### src/sv/i2cm_pkg.sv
// Shared types and constants for the I2C master register access unit.
// No dependencies; every other file imports this package.
package i2cm_pkg;

	localparam int unsigned TICK_W  = 16;
	localparam int unsigned COUNT_W = 16;
	localparam int unsigned IN_DATA_W  = 48;
	localparam int unsigned IN_USER_W  = 2;
	localparam int unsigned OUT_DATA_W = 16;

	// Request kinds carried in the input tuser.
	localparam logic [1:0] REQ_TICK  = 2'd0;
	localparam logic [1:0] REQ_BEGIN = 2'd1;
	localparam logic [1:0] REQ_WBYTE = 2'd2;

	localparam logic [7:0] READ_FLAG = 8'h01;
	localparam logic [2:0] BIT_MSB   = 3'd7;

	typedef enum logic [4:0] {
		PH_IDLE,
		PH_STA,
		PH_STB,
		PH_STC,
		PH_WSET,
		PH_WHI,
		PH_WLO,
		PH_AHI,
		PH_ALO,
		PH_RHI,
		PH_RLO,
		PH_MSET,
		PH_MHI,
		PH_MLO,
		PH_SPA,
		PH_SPB,
		PH_SPC,
		PH_WAIT
	} phase_t;

	// Which byte of the transaction is on the bus.
	typedef enum logic [1:0] {
		STG_DEV,
		STG_REG,
		STG_RDEV,
		STG_DATA
	} stage_t;

	typedef struct packed {
		logic [1:0]         req_type;
		logic               is_read;
		logic [7:0]         slave_addr;
		logic [7:0]         reg_index;
		logic [COUNT_W-1:0] byte_count;
		logic [7:0]         write_data;
		logic               sda_in;
	} item_t;

	typedef struct packed {
		logic       scl_level;
		logic       sda_level;
		logic       sda_drive;
		logic [7:0] read_data;
		logic       read_valid;
		logic       need_byte;
		logic       busy_res;
		logic       done_res;
		logic       status;
	} res_t;

endpackage

### src/sv/i2cm_in_reg.sv
// Input register stage of the I2C master register access unit.
// Depends on i2cm_pkg for the item type.
module i2cm_in_reg (
	input  logic           clk,
	input  logic           arst_n,
	input  logic           s_valid,
	output logic           s_ready,
	input  i2cm_pkg::item_t item,
	input  logic           take,
	output logic           valid_s1,
	output i2cm_pkg::item_t item_s1
);
	import i2cm_pkg::*;

	logic accept;

	// The stage frees itself in the same cycle its beat moves on.
	assign s_ready = !valid_s1 || take;
	assign accept  = s_valid && s_ready;

	always_ff @(posedge clk or negedge arst_n) begin
		if (!arst_n) begin
			valid_s1 <= 1'b0;
		end else if (accept) begin
			valid_s1 <= 1'b1;
		end else if (take) begin
			valid_s1 <= 1'b0;
		end
	end

	always_ff @(posedge clk) begin
		if (accept) begin
			item_s1 <= item;
		end
	end

endmodule

### src/sv/i2cm_core.sv
// Bus phase sequencer of the I2C master: transaction state, line levels and
// the per-beat result. Depends on i2cm_pkg.
module i2cm_core (
	input  logic                          clk,
	input  logic                          arst_n,
	input  logic                          cfg_we,
	input  logic [i2cm_pkg::TICK_W-1:0]   cfg_data,
	input  logic                          step,
	input  i2cm_pkg::item_t               item,
	output i2cm_pkg::res_t                res
);
	import i2cm_pkg::*;

	phase_t             phase_q, phase_n;
	stage_t             stage_q, stage_n;
	logic [2:0]         bit_q, bit_n;
	logic [COUNT_W-1:0] bytes_q, bytes_n;
	logic [7:0]         shift_q, shift_n;
	logic [TICK_W-1:0]  tick_q, tick_n;
	logic               rmode_q, rmode_n;
	logic [7:0]         dev_q, dev_n;
	logic [7:0]         reg_q, reg_n;
	logic [7:0]         held_q, held_n;
	logic               held_vld_q, held_vld_n;
	logic               nack_q, nack_n;
	logic               scl_q, scl_n;
	logic               sda_q, sda_n;
	logic [TICK_W-1:0]  ticks_q;
	logic [TICK_W-1:0]  ticks_eff;
	logic               is_tick;
	logic               fire;
	logic               rvalid;
	logic               done;
	logic               rel;

	assign ticks_eff = (ticks_q == '0) ? TICK_W'(1) : ticks_q;
	assign is_tick   = (item.req_type == REQ_TICK) && (phase_q != PH_IDLE);
	// A phase ends on this beat: the tick that exhausts the step count.
	assign fire      = is_tick && (phase_q != PH_WAIT) && (tick_q <= TICK_W'(1));

	// Next state.
	always_comb begin
		logic   go_en;
		phase_t go_to;
		logic   nwd;

		go_en      = 1'b0;
		go_to      = phase_q;
		nwd        = 1'b0;
		phase_n    = phase_q;
		stage_n    = stage_q;
		bit_n      = bit_q;
		bytes_n    = bytes_q;
		shift_n    = shift_q;
		tick_n     = tick_q;
		rmode_n    = rmode_q;
		dev_n      = dev_q;
		reg_n      = reg_q;
		held_n     = held_q;
		held_vld_n = held_vld_q;
		nack_n     = nack_q;
		scl_n      = scl_q;
		sda_n      = sda_q;

		case (item.req_type)
			REQ_BEGIN: begin
				if (phase_q == PH_IDLE) begin
					rmode_n    = item.is_read;
					dev_n      = item.slave_addr;
					reg_n      = item.reg_index;
					bytes_n    = item.byte_count;
					nack_n     = 1'b0;
					held_vld_n = 1'b0;
					stage_n    = STG_DEV;
					bit_n      = '0;
					shift_n    = '0;
					go_en      = 1'b1;
					go_to      = PH_STA;
				end
			end
			REQ_WBYTE: begin
				if (phase_q != PH_IDLE && !rmode_q) begin
					held_n     = item.write_data;
					held_vld_n = 1'b1;
				end
			end
			REQ_TICK: begin
				if (is_tick) begin
					if (phase_q == PH_WAIT) begin
						nwd = held_vld_q;
					end else if (!fire) begin
						tick_n = tick_q - TICK_W'(1);
					end else begin
						case (phase_q)
							PH_STA: begin go_en = 1'b1; go_to = PH_STB; end
							PH_STB: begin go_en = 1'b1; go_to = PH_STC; end
							PH_STC: begin
								shift_n = (stage_q == STG_RDEV) ? (dev_q | READ_FLAG) : dev_q;
								bit_n   = BIT_MSB;
								go_en   = 1'b1;
								go_to   = PH_WSET;
							end
							PH_WSET: begin go_en = 1'b1; go_to = PH_WHI; end
							PH_WHI:  begin go_en = 1'b1; go_to = PH_WLO; end
							PH_WLO: begin
								go_en = 1'b1;
								if (bit_q == '0) begin
									go_to = PH_AHI;
								end else begin
									bit_n = bit_q - 3'd1;
									go_to = PH_WSET;
								end
							end
							PH_AHI: begin
								if (item.sda_in) begin
									nack_n = 1'b1;
								end
								go_en = 1'b1;
								go_to = PH_ALO;
							end
							PH_ALO: begin
								// A NACK during a read aborts straight into the stop.
								if (rmode_q && nack_q) begin
									go_en = 1'b1;
									go_to = PH_SPA;
								end else begin
									case (stage_q)
										STG_DEV: begin
											stage_n = STG_REG;
											shift_n = reg_q;
											bit_n   = BIT_MSB;
											go_en   = 1'b1;
											go_to   = PH_WSET;
										end
										STG_REG: begin
											if (rmode_q) begin
												stage_n = STG_RDEV;
												go_en   = 1'b1;
												go_to   = PH_STA;
											end else begin
												stage_n = STG_DATA;
												nwd     = 1'b1;
											end
										end
										STG_RDEV: begin
											stage_n = STG_DATA;
											go_en   = 1'b1;
											if (bytes_q == '0) begin
												go_to = PH_SPA;
											end else begin
												shift_n = '0;
												bit_n   = BIT_MSB;
												go_to   = PH_RHI;
											end
										end
										default: nwd = 1'b1;
									endcase
								end
							end
							PH_RHI: begin
								shift_n = {shift_q[6:0], item.sda_in};
								go_en   = 1'b1;
								go_to   = PH_RLO;
							end
							PH_RLO: begin
								go_en = 1'b1;
								if (bit_q == '0) begin
									bytes_n = bytes_q - COUNT_W'(1);
									go_to   = PH_MSET;
								end else begin
									bit_n = bit_q - 3'd1;
									go_to = PH_RHI;
								end
							end
							PH_MSET: begin go_en = 1'b1; go_to = PH_MHI; end
							PH_MHI:  begin go_en = 1'b1; go_to = PH_MLO; end
							PH_MLO: begin
								go_en = 1'b1;
								if (bytes_q == '0) begin
									go_to = PH_SPA;
								end else begin
									shift_n = '0;
									bit_n   = BIT_MSB;
									go_to   = PH_RHI;
								end
							end
							PH_SPA: begin go_en = 1'b1; go_to = PH_SPB; end
							PH_SPB: begin go_en = 1'b1; go_to = PH_SPC; end
							default: begin
								phase_n = PH_IDLE;
								tick_n  = '0;
							end
						endcase
					end
				end
			end
			default: ;
		endcase

		// Fetch the next write byte, or park until one is supplied.
		if (nwd) begin
			if (bytes_q == '0) begin
				go_en = 1'b1;
				go_to = PH_SPA;
			end else if (held_vld_q) begin
				held_vld_n = 1'b0;
				bytes_n    = bytes_q - COUNT_W'(1);
				shift_n    = held_q;
				bit_n      = BIT_MSB;
				go_en      = 1'b1;
				go_to      = PH_WSET;
			end else begin
				phase_n = PH_WAIT;
			end
		end

		// Entering a phase restarts its timer and sets the line levels.
		if (go_en) begin
			phase_n = go_to;
			tick_n  = ticks_eff;
			case (go_to)
				PH_STA:  begin scl_n = 1'b1; sda_n = 1'b1; end
				PH_STB:  sda_n = 1'b0;
				PH_STC:  scl_n = 1'b0;
				PH_WSET: sda_n = shift_n[bit_n];
				PH_WHI, PH_RHI, PH_MHI, PH_SPB: scl_n = 1'b1;
				PH_WLO, PH_RLO, PH_MLO: scl_n = 1'b0;
				PH_AHI:  begin scl_n = 1'b1; sda_n = 1'b1; end
				PH_ALO:  begin scl_n = 1'b0; sda_n = 1'b1; end
				PH_MSET: sda_n = (bytes_n == '0);
				PH_SPA:  begin scl_n = 1'b0; sda_n = 1'b0; end
				PH_SPC:  sda_n = 1'b1;
				default: ;
			endcase
		end
	end

	// Result of this beat, seen after its state update.
	always_comb begin
		rvalid = fire && (phase_q == PH_RHI) && (bit_q == '0);
		done   = fire && (phase_q == PH_SPC);
		rel    = (phase_n == PH_AHI) || (phase_n == PH_RHI) || (phase_n == PH_RLO);

		res.scl_level  = scl_n;
		res.sda_level  = rel ? 1'b1 : sda_n;
		res.sda_drive  = !rel;
		res.read_data  = rvalid ? shift_n : 8'h00;
		res.read_valid = rvalid;
		res.need_byte  = (phase_n == PH_WAIT);
		res.busy_res   = (phase_n != PH_IDLE);
		res.done_res   = done;
		res.status     = done ? nack_q : 1'b0;
	end

	always_ff @(posedge clk or negedge arst_n) begin
		if (!arst_n) begin
			ticks_q <= TICK_W'(1);
		end else if (cfg_we) begin
			ticks_q <= cfg_data;
		end
	end

	always_ff @(posedge clk or negedge arst_n) begin
		if (!arst_n) begin
			phase_q    <= PH_IDLE;
			stage_q    <= STG_DEV;
			bit_q      <= '0;
			bytes_q    <= '0;
			shift_q    <= '0;
			tick_q     <= '0;
			rmode_q    <= 1'b0;
			dev_q      <= '0;
			reg_q      <= '0;
			held_q     <= '0;
			held_vld_q <= 1'b0;
			nack_q     <= 1'b0;
			scl_q      <= 1'b1;
			sda_q      <= 1'b1;
		end else if (step) begin
			phase_q    <= phase_n;
			stage_q    <= stage_n;
			bit_q      <= bit_n;
			bytes_q    <= bytes_n;
			shift_q    <= shift_n;
			tick_q     <= tick_n;
			rmode_q    <= rmode_n;
			dev_q      <= dev_n;
			reg_q      <= reg_n;
			held_q     <= held_n;
			held_vld_q <= held_vld_n;
			nack_q     <= nack_n;
			scl_q      <= scl_n;
			sda_q      <= sda_n;
		end
	end

	a_done_idle: assert property (@(posedge clk) disable iff (!arst_n)
		step && res.done_res |-> !res.busy_res)
		else $error("done reported while the transaction stays busy");

	a_read_phase_mode: assert property (@(posedge clk) disable iff (!arst_n)
		(phase_q == PH_RHI || phase_q == PH_RLO || phase_q == PH_MSET) |-> rmode_q)
		else $error("read data phase entered in a write transaction");

	a_rvalid_mode: assert property (@(posedge clk) disable iff (!arst_n)
		step && res.read_valid |-> rmode_q && stage_q == STG_DATA)
		else $error("read byte reported outside the read data bytes");

	a_wait_write: assert property (@(posedge clk) disable iff (!arst_n)
		phase_q == PH_WAIT |-> !rmode_q && bytes_q != '0)
		else $error("waiting for a write byte with none owed");

endmodule

### src/sv/i2c_master_register_access_unit.sv
// Top level of the I2C master register access unit: input stage, phase
// sequencer and result register. Depends on i2cm_pkg, i2cm_in_reg, i2cm_core.
//
// Usage: every input beat is one request, its kind in s_axis_tuser: a tick
// (advances the bus timing and samples SDA), a begin (loads a register read
// or write transaction) or a write byte (supplies the next data byte). Each
// input beat yields exactly one output beat with the SCL/SDA levels to drive,
// the SDA drive enable, any received byte and the busy/done/status flags.
// The cfg channel writes the number of ticks per bus half-phase (zero acts
// as one); it is always ready. The user must see that it is written only
// while the unit is idle; the unit itself does not enforce this. A result
// beat is offered on the master side once its input beat has passed the input
// register and reached the result register. Throughput: one beat per clock
// while the receiver keeps taking results; s_axis_tready stays high as long
// as the output register is empty or is being drained.
// Reset puts both lines high, the sequencer idle and half-phase ticks at one.
// When the receiver stalls, the result waits in the output register, one more
// beat waits in the input stage, and s_axis_tready drops until space frees.
module i2c_master_register_access_unit (
	input  logic                              clk,
	input  logic                              arst_n,
	input  logic                              cfg_valid,
	output logic                              cfg_ready,
	input  logic [i2cm_pkg::TICK_W-1:0]       cfg_data,
	input  logic                              s_axis_tvalid,
	output logic                              s_axis_tready,
	// is_read[0], slave_addr[8:1], reg_index[16:9], byte_count[32:17],
	// write_data[40:33], sda_in[41], zero[47:42]
	input  logic [i2cm_pkg::IN_DATA_W-1:0]    s_axis_tdata,
	// req_type[1:0]
	input  logic [i2cm_pkg::IN_USER_W-1:0]    s_axis_tuser,
	output logic                              m_axis_tvalid,
	input  logic                              m_axis_tready,
	// scl_level[0], sda_level[1], sda_drive[2], read_data[10:3],
	// read_valid[11], need_byte[12], busy_res[13], done_res[14], status[15]
	output logic [i2cm_pkg::OUT_DATA_W-1:0]   m_axis_tdata
);
	import i2cm_pkg::*;

	item_t in_item;
	item_t item_s1;
	logic  valid_s1;
	logic  take;
	res_t  res;
	res_t  out_q;
	logic  out_valid_q;

	assign cfg_ready = 1'b1;

	assign in_item.req_type   = s_axis_tuser[1:0];
	assign in_item.is_read    = s_axis_tdata[0];
	assign in_item.slave_addr = s_axis_tdata[8:1];
	assign in_item.reg_index  = s_axis_tdata[16:9];
	assign in_item.byte_count = s_axis_tdata[32:17];
	assign in_item.write_data = s_axis_tdata[40:33];
	assign in_item.sda_in     = s_axis_tdata[41];

	// The held beat moves on when the result register is free or draining.
	assign take = valid_s1 && (!out_valid_q || m_axis_tready);

	i2cm_in_reg u_in_reg (
		.clk      (clk),
		.arst_n   (arst_n),
		.s_valid  (s_axis_tvalid),
		.s_ready  (s_axis_tready),
		.item     (in_item),
		.take     (take),
		.valid_s1 (valid_s1),
		.item_s1  (item_s1)
	);

	i2cm_core u_core (
		.clk      (clk),
		.arst_n   (arst_n),
		.cfg_we   (cfg_valid && cfg_ready),
		.cfg_data (cfg_data),
		.step     (take),
		.item     (item_s1),
		.res      (res)
	);

	always_ff @(posedge clk or negedge arst_n) begin
		if (!arst_n) begin
			out_valid_q <= 1'b0;
		end else if (take) begin
			out_valid_q <= 1'b1;
		end else if (m_axis_tready) begin
			out_valid_q <= 1'b0;
		end
	end

	always_ff @(posedge clk) begin
		if (take) begin
			out_q <= res;
		end
	end

	assign m_axis_tvalid = out_valid_q;
	assign m_axis_tdata  = {out_q.status, out_q.done_res, out_q.busy_res, out_q.need_byte,
		out_q.read_valid, out_q.read_data, out_q.sda_drive, out_q.sda_level,
		out_q.scl_level};

endmodule

### config.mk
export PLATFORM = sky130hd
export DESIGN_NAME = i2c_master_register_access_unit
export DESIGN_NICKNAME = d
export VERILOG_FILES = /design/src/sv/i2cm_pkg.sv /design/src/sv/i2cm_in_reg.sv /design/src/sv/i2cm_core.sv /design/src/sv/i2c_master_register_access_unit.sv
export SDC_FILE = /design/constraint.sdc
export NUM_CORES = 1
export LEC_CHECK = 0
export ABC_AREA = 0
export BUFFER_PORTS_ARGS = -buffer_cell sky130_fd_sc_hd__buf_2
export CORE_UTILIZATION = 60
export DETAILED_ROUTE_END_ITERATION = 12
export MAX_ROUTING_LAYER = met4
export PLACE_DENSITY = 0.92
export SLEW_MARGIN = 10
export SYNTH_ARGS = -nofsm -noshare
export SYNTH_HDL_FRONTEND = slang
export SYNTH_SLANG_ARGS = --single-unit
### constraint.sdc
create_clock -name clk -period 4.4 [get_ports clk]
set_clock_uncertainty 0.15 [all_clocks]
set_input_delay 0.44 -clock clk [delete_from_list [all_inputs] [get_ports clk]]
set_output_delay 0.44 -clock clk [all_outputs]
set_load 0.05 [all_outputs]
==> out/qor.tcl <==
set qor(worst_path_most_repeated_cell) {sky130_fd_sc_hd__a21oi_2}
set qor(drt_first_pass_iters) 6
set qor(postRouteWirelength_mm) 24.32
set qor(gp_congestion) 1.008
set qor(timing.final.max_slew_violations) 0
set qor(via_per_inst) 6.693
set qor(track_usage_pct) 33.22
set qor(slew_headroom_pct) 30.10
set qor(crit_start) {u_core.bytes_q[0]}
set qor(detailedRoute.firstIterationViolations) 998
set qor(num-nets-final) 1103
set qor(yosys_warnings) 0
set qor(placed_cells_incl_taps) 1182
set qor(power.share.switching_pct) 39.47
set qor(r2r_slack_ps) 170
set qor(vdd_ir_drop_max_mv) 0.4018
set qor(ff2ff_path_depth) 12
set qor(p_leak_nw) 4.210
set qor(timing.rr.start) {u_core.bytes_q[0]}
set qor(pin_count) 90
set qor(ctsHtreeMaxLevel) 4
set qor(period_minus_slack_ps) 4230
set qor(average_wire_length_per_cell_after_detail_routing_um) 20.00
set qor(initial_core_util_pct) 61.90
set qor(worstPathCellList) {inv_1, ha_1, or3b_2, nor3_4, a21oi_2, or4_1, or4b_4, a221oi_4, mux2i_1, a211oi_1, a21oi_2, a32oi_1}
set qor(grt_max_degree) 71
set qor(post_synth.cell_area_avg_um2) 9.732
set qor(dpl-instance-area_mm2) 0.009742
set qor(multiInputGateArea_mm2) 0.004434
set qor(chipHeight_um) 124.7
set qor(power_density_relative_to_cell_area_mw_per_mm2) 548.4
set qor(crit_type) {flip-flop to flip-flop}
set qor(die_area_mm2) 0.01555
set qor(worst_skew_pair.late_latency_ps) 440
set qor(hold_path_startpoint) {s_axis_tdata[22]}
set qor(dieWidth_um) 124.7
set qor(fmax_ghz) 0.2364
set qor(tritoncts_num_sinks) 157
set qor(core-area_mm2) 0.01459
set qor(via_count) 8139
set qor(number_of_antenna_violations_at_the_first_check_in_global_routing) 0
set qor(synthesis.instances) 928
set qor(synth_sequential_area_ratio_pct) 46.87
set qor(final_util_pct) 70.90
set qor(hold_path_class) {primary input to flip-flop}
set qor(post-synth-top-area-fraction_pct) 26.05
set qor(yosys.cell_count.top_type) {sky130_fd_sc_hd__nand2_1}
set qor(grt_overflow) 0
set qor(buffer_ports.inserted) 82
set qor(clock_path_buffers) 2
set qor(cell_type_with_the_largest_total_area_after_synthesis) {sky130_fd_sc_hd__dfrtp_1}
set qor(postSynth.asyncResetShare_pct) 61.78
set qor(clk_pin_slew_ps) 70
set qor(cts_tree) {done}
set qor(yosys-top-cells-count) {sky130_fd_sc_hd__nand2_1, sky130_fd_sc_hd__dfrtp_1, sky130_fd_sc_hd__o21ai_0, sky130_fd_sc_hd__edfxtp_1, sky130_fd_sc_hd__nor2_1}
set qor(share_seq_of_total_power_pct) 39.3
set qor(gate_power_share_pct) 35.7
set qor(arrival_ps) 4250
set qor(outcome) {finished, final reports clean}
set qor(hold_violations) 0
set qor(timing_worst_slew_pin_value_ps) 1048
set qor(nFillCells) 1062
set qor(final_min_period_over_clock_period_pct) 96.14
set qor(setup-violations-final) 0
set qor(synth_enable_flop_cells) 60
set qor(cell_types_occupying_the_most_area_after_synthesis) {sky130_fd_sc_hd__dfrtp_1, sky130_fd_sc_hd__edfxtp_1, sky130_fd_sc_hd__mux2_2}
set qor(timing.hold.ws_ps) 17.54
set qor(report.power.total_mw) 5.673
set qor(instances_no_fill) 1216
set qor(post_syn_area_mm2) 0.009031
set qor(seqCellArea_mm2) 0.004233
set qor(drtAntennaViolNets) 0
set qor(number_of_global_route_vias_before_repair) 7770
set qor(antenna-diode-count) 0
set qor(cts-buffers-inserted) 17
set qor(share_clk_of_total_power_pct) 25.0
set qor(synthesis.nets) 1012
set qor(worstSetupStartpointType) {flip-flop}
set qor(ys_ff_latch) 157
set qor(post-dp-hpwl_mm) 16.64
set qor(critical_path.endpoint) {m_axis_tdata[1]}
set qor(first_pass_grt_wire_length_mm) 39.41
set qor(final_area_mm2) 0.01034
set qor(cellInternalPower_mw) 3.433
set qor(synth_ff_type) {sky130_fd_sc_hd__dfrtp_1}
set qor(reg2reg_to) {m_axis_tdata[1]}
set qor(net-switching-power_mw) 2.239
set qor(drc_errors) 0
set qor(worstPathRequired_ps) 4420
set qor(path_max_fanout) 8
set qor(crit_path_end_kind) {flip-flop}
set qor(final_layout_size_suffix_gt1_share_pct) 22.67
set qor(drv.max_cap_violation_count) 0
set qor(ys_types) 89
set qor(cpMaxStageDelayCell) {sky130_fd_sc_hd__or3b_2}
set qor(timing.critical_path.slowest_cell_delay_ps) 560
set qor(area_growth_syn_to_layout_pct) 14.53
set qor(root_buffer_cell) {sky130_fd_sc_hd__clkbuf_16}
set qor(core.rowCount) 44
## timing repair
item,CTS,global route
buffers inserted,0,1
resized for setup,0,4
endpoints found under the hold margin,19,0
setup endpoints to repair,0,2
hold buffers,1,0
## sequential cells by signal, summed over array words and instances, names as in the netlist, 2 cells and up
name / flops
m_axis_tdata: 16
u_core.bit_q: 3
u_core.bytes_q: 16
u_core.dev_q: 8
u_core.held_q: 8
u_core.phase_q: 5
u_core.reg_q: 8
u_core.shift_q: 8
u_core.stage_q: 2
u_core.tick_q: 16
u_core.ticks_q: 16
u_in_reg.item_s1: 44
## cell families (layout without fill, tap and decap cells)
| group | Yosys count | after routing | share of synthesized area, % |
|---|---|---|---|
| buf+inv | 85 | 189 | 4.281 |
| other cells | 1 | 1 | 0.04152 |
| simple gates | 331 | 331 | 19.19 |
| flops | 157 | 157 | 46.87 |
| compound gates | 275 | 275 | 20.09 |
| mux | 52 | 52 | 6.373 |
| fa+ha+maj | 13 | 13 | 1.801 |
| xor+xnor | 14 | 14 | 1.358 |
## through the flow
stage               TNS [ps]  worst slack, ps
floorplan                  0            567.1
global placement           0            236.2
detailed placement         0            144.2
CTS                        0            114.3
global route          -25.24           -25.24
finish                     0            169.9
## power groups by stage
stage | clock network (mW) | logic (mW) | registers (mW)
finish | 1.42 | 2.02 | 2.23
global route | 1.48 | 2.21 | 2.27
CTS | 1.43 | 1.96 | 2.21
detailed placement | 0 | 1.93 | 2.22
global placement | 0 | 1.86 | 2.21
floorplan | 0 | 1.48 | 2.15
## metal layers
metal | vias up | share of wire, % | GRT usage [%]
met4 | 0 | 4.0 | 15.52
met3 | 99 | 9.2 | 7.388
met1 | 3848 | 40 | 41.55
met5 | - | 0 | -
met2 | 511 | 47 | 51.45
li1 | 3681 | - | -
## placed cells by master (no fill, tap or decap), types with 8 or more instances in the layout
cell,n
sky130_fd_sc_hd__dfrtp_1,94
sky130_fd_sc_hd__buf_4,44
sky130_fd_sc_hd__nand3_1,19
sky130_fd_sc_hd__nand2b_1,9
sky130_fd_sc_hd__nor3_1,41
sky130_fd_sc_hd__o21ai_0,81
sky130_fd_sc_hd__nand2_1,96
sky130_fd_sc_hd__ha_1,13
sky130_fd_sc_hd__inv_1,30
sky130_fd_sc_hd__nor4_1,19
sky130_fd_sc_hd__a22o_1,8
sky130_fd_sc_hd__clkbuf_16,17
sky130_fd_sc_hd__o22ai_1,10
sky130_fd_sc_hd__a31oi_1,12
sky130_fd_sc_hd__mux2i_1,8
sky130_fd_sc_hd__edfxtp_1,60
sky130_fd_sc_hd__a21oi_1,56
sky130_fd_sc_hd__a211oi_1,9
sky130_fd_sc_hd__a22oi_1,10
sky130_fd_sc_hd__mux2_2,44
sky130_fd_sc_hd__nor2_1,60
sky130_fd_sc_hd__nor2b_1,9
sky130_fd_sc_hd__buf_2,81
## cell type report
class                   instances  share of cell area, %
clock inverters                13                  1.210
well taps                     184                  2.226
multi-input cells             686                  42.87
repair buffers                127                  7.403
flip-flops and latches        157                  40.92
inverters                      30                  1.089
clock buffers                  19                  4.282
## worst min-delay path by stage
stage	endpoint	slack, ps	depth (start not counted)
finish	u_in_reg.item_s1[14]	20	1
global route	u_in_reg.item_s1[9]	4	1
CTS	u_in_reg.item_s1[6]	8	1
detailed placement	u_core.sda_q	310	2
global placement	u_core.held_q[1]	310	1
floorplan	m_axis_tvalid	-6	0
## worst max-delay path, delay by kind of cell (launching register included)
| family | cells | cell delay, ps |
|---|---|---|
| AND/OR/NAND/NOR | 4 | 1770 |
| multiplexers | 1 | 280 |
| AO/OA/AOI/OAI | 5 | 970 |
| buffers and inverters | 1 | 140 |
| adder cells (fa/ha/maj) | 1 | 220 |
| flip-flops | 1 | 430 |
(Power assumes the default switching activity.)
